===== src/sv/dwdam_pkg.sv =====
// shared types and codes for the deque with delete-all-matching
package dwdam_pkg;

	localparam int OUT_CNT_W = 6;
	localparam int DATA_W    = 64;

	typedef enum logic [1:0] {
		FN_PUSH_FRONT = 2'd0,
		FN_PUSH_BACK  = 2'd1,
		FN_DELETE_ALL = 2'd2,
		FN_DUMP       = 2'd3
	} func_t;

	localparam logic [1:0] STAT_OK    = 2'd0;
	localparam logic [1:0] STAT_FULL  = 2'd1;
	localparam logic [1:0] STAT_EMPTY = 2'd2;

	typedef enum logic [1:0] {
		ST_IDLE,
		ST_DELETE,
		ST_DUMP
	} state_t;

endpackage


===== src/sv/deque_with_delete_all_matching_unit.sv =====
// Insert front/back, delete every matching entry, dump in order; one 64-bit entry RAM.
// An insert, an empty delete and an empty dump give one result in the cycle after acceptance.
// Delete of N entries: one RAM read per entry, busy until the walk ends; the result is registered after it.
// Dump of N entries: one result per entry on consecutive cycles, each from a registered RAM read.
// Throughput is set by the single read port of the entry RAM walking the stored entries.
// Reset clears count and front pointer; RAM contents stay undefined. Results cannot be stalled.
module deque_with_delete_all_matching_unit #(
	parameter int CAPACITY = 32
) (
	input  logic                                clk,
	input  logic                                arst_n,
	input  logic                                start,
	output logic                                busy,
	input  logic [1:0]                          func,
	input  logic [dwdam_pkg::DATA_W-1:0]        value,
	output logic                                done,
	output logic [dwdam_pkg::DATA_W-1:0]        data_out,
	output logic [dwdam_pkg::OUT_CNT_W-1:0]     count,
	output logic [dwdam_pkg::OUT_CNT_W-1:0]     removed,
	output logic [1:0]                          status,
	output logic                                last
);
	import dwdam_pkg::*;

	localparam int IW = (CAPACITY > 1) ? $clog2(CAPACITY) : 1;
	localparam int CW = $clog2(CAPACITY + 1);
	localparam logic [IW:0]   CAP_S  = (IW+1)'(CAPACITY);
	localparam logic [CW-1:0] CAP_C  = CW'(CAPACITY);
	localparam logic [IW-1:0] TOP_IX = IW'(CAPACITY - 1);

	function automatic logic [IW-1:0] slot_of(input logic [IW-1:0] front,
			input logic [IW-1:0] pos);
		logic [IW:0] s;
		s = {1'b0, front} + {1'b0, pos};
		if (s >= CAP_S) begin
			s = s - CAP_S;
		end
		return s[IW-1:0];
	endfunction

	function automatic logic [OUT_CNT_W-1:0] to_out(input logic [CW-1:0] v);
		logic [CW+OUT_CNT_W-1:0] t;
		t = {{OUT_CNT_W{1'b0}}, v};
		return t[OUT_CNT_W-1:0];
	endfunction

	logic [DATA_W-1:0] mem [CAPACITY];

	state_t            state_q, state_d;
	logic [CW-1:0]     cnt_q;
	logic [IW-1:0]     front_q;
	logic [CW-1:0]     rd_pos_q;
	logic [CW-1:0]     kept_q;
	logic [DATA_W-1:0] key_q;
	logic              vld_s1;
	logic [CW-1:0]     pos_s1;
	logic [DATA_W-1:0] rdata_s1;

	logic              done_q, last_q;
	logic [DATA_W-1:0] data_out_q;
	logic [OUT_CNT_W-1:0] count_q, removed_q;
	logic [1:0]        status_q;

	logic              accept, full, rd_issue, walk_end, mem_we, keep_hit;
	logic [IW-1:0]     raddr, waddr, front_dec;
	logic [DATA_W-1:0] wdata;
	func_t             fn;

	assign fn        = func_t'(func);
	assign full      = (cnt_q >= CAP_C);
	assign front_dec = (front_q == '0) ? TOP_IX : front_q - 1'b1;
	assign keep_hit  = vld_s1 && (rdata_s1 != key_q);

	// next state
	always_comb begin
		state_d = state_q;
		case (state_q)
			ST_IDLE: begin
				if (start && cnt_q != '0) begin
					if (fn == FN_DELETE_ALL) begin
						state_d = ST_DELETE;
					end else if (fn == FN_DUMP) begin
						state_d = ST_DUMP;
					end
				end
			end
			ST_DELETE, ST_DUMP: begin
				if (rd_pos_q == cnt_q && !vld_s1) begin
					state_d = ST_IDLE;
				end
			end
			default: state_d = ST_IDLE;
		endcase
	end

	// datapath control
	always_comb begin
		busy     = 1'b1;
		accept   = 1'b0;
		rd_issue = 1'b0;
		walk_end = 1'b0;
		mem_we   = 1'b0;
		waddr    = slot_of(front_q, kept_q[IW-1:0]);
		wdata    = rdata_s1;
		raddr    = slot_of(front_q, rd_pos_q[IW-1:0]);
		case (state_q)
			ST_IDLE: begin
				busy   = 1'b0;
				accept = start;
				if (start && !full) begin
					case (fn)
						FN_PUSH_FRONT: begin
							mem_we = 1'b1;
							waddr  = front_dec;
							wdata  = value;
						end
						FN_PUSH_BACK: begin
							mem_we = 1'b1;
							waddr  = slot_of(front_q, cnt_q[IW-1:0]);
							wdata  = value;
						end
						default: mem_we = 1'b0;
					endcase
				end
			end
			ST_DELETE: begin
				rd_issue = (rd_pos_q != cnt_q);
				walk_end = (rd_pos_q == cnt_q) && !vld_s1;
				// compaction write never lands on a slot still to be read
				mem_we   = keep_hit;
			end
			ST_DUMP: begin
				rd_issue = (rd_pos_q != cnt_q);
			end
			default: busy = 1'b1;
		endcase
	end

	always_ff @(posedge clk) begin
		if (mem_we) begin
			mem[waddr] <= wdata;
		end
		rdata_s1 <= mem[raddr];
	end

	always_ff @(posedge clk or negedge arst_n) begin
		if (!arst_n) begin
			state_q  <= ST_IDLE;
			cnt_q    <= '0;
			front_q  <= '0;
			rd_pos_q <= '0;
			kept_q   <= '0;
			vld_s1   <= 1'b0;
			done_q   <= 1'b0;
		end else begin
			state_q <= state_d;
			vld_s1  <= rd_issue;
			done_q  <= 1'b0;
			if (rd_issue) begin
				rd_pos_q <= rd_pos_q + 1'b1;
			end
			if (accept) begin
				rd_pos_q <= '0;
				kept_q   <= '0;
				case (fn)
					FN_PUSH_FRONT, FN_PUSH_BACK: begin
						done_q <= 1'b1;
						if (!full) begin
							cnt_q <= cnt_q + 1'b1;
							if (fn == FN_PUSH_FRONT) begin
								front_q <= front_dec;
							end
						end
					end
					default: begin
						done_q <= (cnt_q == '0);
					end
				endcase
			end
			if (state_q == ST_DELETE && keep_hit) begin
				kept_q <= kept_q + 1'b1;
			end
			if (walk_end) begin
				done_q <= 1'b1;
				cnt_q  <= kept_q;
			end
			if (state_q == ST_DUMP && vld_s1) begin
				done_q <= 1'b1;
			end
		end
	end

	// result payload
	always_ff @(posedge clk) begin
		if (accept) begin
			key_q      <= value;
			data_out_q <= '0;
			removed_q  <= '0;
			last_q     <= 1'b1;
			status_q   <= STAT_OK;
			count_q    <= to_out(cnt_q);
			case (fn)
				FN_PUSH_FRONT, FN_PUSH_BACK: begin
					if (full) begin
						status_q <= STAT_FULL;
					end else begin
						count_q <= to_out(cnt_q + 1'b1);
					end
				end
				FN_DUMP: begin
					if (cnt_q == '0) begin
						status_q <= STAT_EMPTY;
					end
				end
				default: status_q <= STAT_OK;
			endcase
		end
		pos_s1 <= rd_pos_q;
		if (walk_end) begin
			data_out_q <= '0;
			count_q    <= to_out(kept_q);
			removed_q  <= to_out(cnt_q - kept_q);
			status_q   <= STAT_OK;
			last_q     <= 1'b1;
		end
		if (state_q == ST_DUMP && vld_s1) begin
			data_out_q <= rdata_s1;
			count_q    <= to_out(cnt_q);
			removed_q  <= '0;
			status_q   <= STAT_OK;
			last_q     <= (pos_s1 + 1'b1 == cnt_q);
		end
	end

	assign done     = done_q;
	assign data_out = data_out_q;
	assign count    = count_q;
	assign removed  = removed_q;
	assign status   = status_q;
	assign last     = last_q;

endmodule


===== config.mk =====
export PLATFORM = sky130hd
export DESIGN_NAME = deque_with_delete_all_matching_unit
export DESIGN_NICKNAME = d
export VERILOG_FILES = /design/src/sv/dwdam_pkg.sv /design/src/sv/deque_with_delete_all_matching_unit.sv
export SDC_FILE = /design/constraint.sdc
export NUM_CORES = 2
export LEC_CHECK = 0
export ABC_AREA = 1
export BUFFER_PORTS_ARGS = -buffer_cell sky130_fd_sc_hd__buf_2
export CELL_PAD_IN_SITES_DETAIL_PLACEMENT = 2
export CELL_PAD_IN_SITES_GLOBAL_PLACEMENT = 2
export CORE_MARGIN = 5
export CORE_UTILIZATION = 30
export CTS_CLUSTER_SIZE = 16
export DETAILED_ROUTE_END_ITERATION = 7
export HOLD_SLACK_MARGIN = 0.02
export PLACE_DENSITY = 0.58
export SYNTH_ARGS = -nofsm -noshare
export SYNTH_HDL_FRONTEND = slang
export SYNTH_SLANG_ARGS = --single-unit

===== constraint.sdc =====
create_clock -name clk -period 5.5 [get_ports clk]
set_input_delay 1.1 -clock clk [delete_from_list [all_inputs] [get_ports clk]]
set_output_delay 1.1 -clock clk [all_outputs]
set_load 0.01 [all_outputs]

==> metrics.yaml <==
clocking:
  clkTransAtPathRegs_ns: 0.06
  ctsRootBufferMaster: "clkbuf_16"
  cts_buffers: 267
  cts_sinks: 2288
  postCtsSetupBuffers: 0
  cts_tree: "yes"
  ctsResizeCount: 0
  hold_buffers: 0
  cts_max_path_buffers: 4
  clock_latency_ns: 0.86
  htreeDepth: 5
routing:
  drc: 0
  ant_nets: 0
  routedWlPerCell_um: 27.03
  vias: 58390
  drt-total-wl_mm: 303.2
  first_pass_iters: 5
  vias_per_cell: 5.205
  drt_iter0_markers: 4316
placed_design:
  globalplace.congestion: 0.7329
  hpwlAfterDp_mm: 161.9
  io_buffers: 149
logic_synthesis:
  synth.distinct_cells: 44
  synth_edf_count: 2183
  synthesis.nets: 6982
  muxShareOfSynthArea_pct: 1.387
  synth_ff_type: "edfxtp_1"
  syn_area_per_cell_um2: 13.21
  synth_largest_area_cell: "edfxtp_1"
  synth_xor_area_share_pct: 0.4031
  ys_async_sr_fraction_pct: 1.180
  ys_top_cells_by_count: "edfxtp_1 (2183), nor2_1 (1458), o21ai_0 (942)"
  synth_area_leaders: "edfxtp_1 (72%), nor2_1 (6.0%), o21ai_0 (5.2%)"
  syn_area_um2: 90940
  synthCells: 6883
  synth_top_family_by_area: "compound AO/OA/AOI/OAI gates"
  yosys.area.top_type_share_pct: 72.09
  synth-simple-area-share_pct: 9.571
  yosys_warnings: 0
  synthAdderAreaFrac_pct: 0.4458
  ys_ff_latch: 2288
  synth.most_common_cell: "edfxtp_1"
  ys_seq_area_share_pct: 74.55
  synth_compound_area_share_pct: 10.56
final_layout:
  multi_input_area_um2: 20910
  regArea_um2: 67790
  drive_gt1_share_pct: 10.94
  n_fill_cell: 30810
  syn_to_final_growth_pct: 16.20
  nNetsFinal: 7138
global_route:
  grt-ovfl-total: 0
  antenna_found_initial: 20
  gr-usage-met1_pct: 25.61
  grt_max_degree: 150
  grt_use_total_pct: 18.75
  use_met3_pct: 2.267
  grt_pass1_wl_mm: 442.2
  grt_pass1_vias: 63350
  grtUsageMet2_pct: 32.19
  grt_busiest_layer: "met2"
critical_path:
  cp-endpoint: "mem[22][25]"
  timing.rr.start: "state_q[0]"
  startpoint: "state_q[0]"
  cpMaxStageDelayCell: "nor2_4"
  r2r_cells: 13
  crit_type: "flip-flop to flip-flop"
  cp_num_cells: 13
  crit_chain: "inv_1 > ha_1 > nand2_1 > nor2_1 > inv_1 > nor2_4 > inv_1 > a21oi_1 > nor2_1 > inv_1 > nand3_2 > nor2_4 > buf_4"
  cpMostUsedCell: "inv_1"
  start_kind: "flip-flop"
  r2r_slack_ns: 1.31
  worstPathRequired_ns: 5.96
  critPathMaxFanout: 17
  arrival_ns: 4.66
  endpoint_kind: "flip-flop"
  crit_path_max_incr_delay_ns: 0.60
  critPathBufInv: 5
  r2r-end: "mem[22][25]"
  cp_top_family: "simple AND/OR/NAND/NOR gates"
die:
  rows: 202
  dieWidth_um: 560.6
  die-area_um2: 314200
  die_h_um: 560.6
  ios: 150
  start_util_pct: 30.08
  design.core.area_um2: 302300
flow_run:
  cap_violations: 0
outcome:
  outcome: "finished, final reports clean"
sta:
  tightestPinTransition_ns: 1.312
  rsz0062_at_grt: "no"
  period_share_pct: 76.23
  skew_ns: 0.05618
  slew_headroom_pct: 12.50
  fin_crit_ns: 4.193
  fmax_mhz: 238.5
  fin_setup_tns_ns: 0
  finalHoldViolCount: 0
  slew_violations: 0
  setup_viol: 0
hold_path:
  hold_class: "input port to asynchronous set/reset pin"
==> flip-flops by register name, summed over array words and instances, names as in the netlist, 5 cells and up <==
signal,cells
count,6
front_q,5
rdata_s1,64
cnt_q,6
rd_pos_q,6
pos_s1,6
key_q,64
data_out,64
kept_q,6
mem,2048
removed,6
==> cell usage in the layout (no fill, tap or decap), types with 34 or more instances in the layout <==
cell type and instances:
edfxtp_1 2183, o221ai_1 126, a31oi_1 64, buf_2 149, o21ai_1 78, clkbuf_16 276
buf_12 62, clkinv_1 37, buf_4 129, mux2i_1 126, dfxtp_1 78, nor2_1 1426
clkbuf_1 77, inv_1 167, o21ai_0 878, nand2_1 331, o211ai_1 386, nand3_1 285
and3_1 64, nor2_4 34
==> how the worst min path moves through the flow <==
stage | from | end | cells after the start
after floorplan | rd_pos_q[4] | pos_s1[4] | 0
after global placement | status[0] | status[0] | 2
after detailed placement | status[0] | status[0] | 2
after CTS | arst_n | cnt_q[4] | 1
after global routing | arst_n | front_q[1] | 1
final | arst_n | front_q[1] | 1
==> metal layers <==
layer / part of all wire [%] / up-vias
li1: - / 25730
met5: 0.014 / -
met4: 1.7 / 8
met3: 3.9 / 361
met2: 49 / 1139
met1: 45 / 31150
==> metrics by stage <==
step                area (um2)  util, %  instances  hold WS, ns  setup WS (ns)
finish                  105700    34.96      11220       0.3203          1.307
global route            105700    34.96      11220       0.3364         0.9809
CTS                     105700    34.95      11220       0.2636          1.241
detailed placement       97320    32.19      10750       0.4673         0.8604
global placement         97320    32.19      10750       0.4537         0.8919
floorplan                90940        -       6883       0.3464         0.1969
==> logic make-up after synthesis <==
family / count (synthesis)
flip-flops: 2288
XOR/XNOR: 41
multiplexers: 126
AND/OR/NAND/NOR: 2163
adder cells (fa/ha/maj): 30
AO/OA/AOI/OAI: 1609
buffers and inverters: 626
==> final cells by class <==
class | instances | share of cell area [%]
inverters | 173 | 0.6512
diodes | 3 | 0.007104
clock buffers | 371 | 7.044
repair buffers | 340 | 2.797
clock inverters | 96 | 0.8525
well taps | 3978 | 4.710
flip-flops and latches | 2288 | 64.15
multi-input cells | 3969 | 19.78
Power is not shown: default switching activity piles up to over one toggle a cycle in this logic, so the estimate is an artifact.
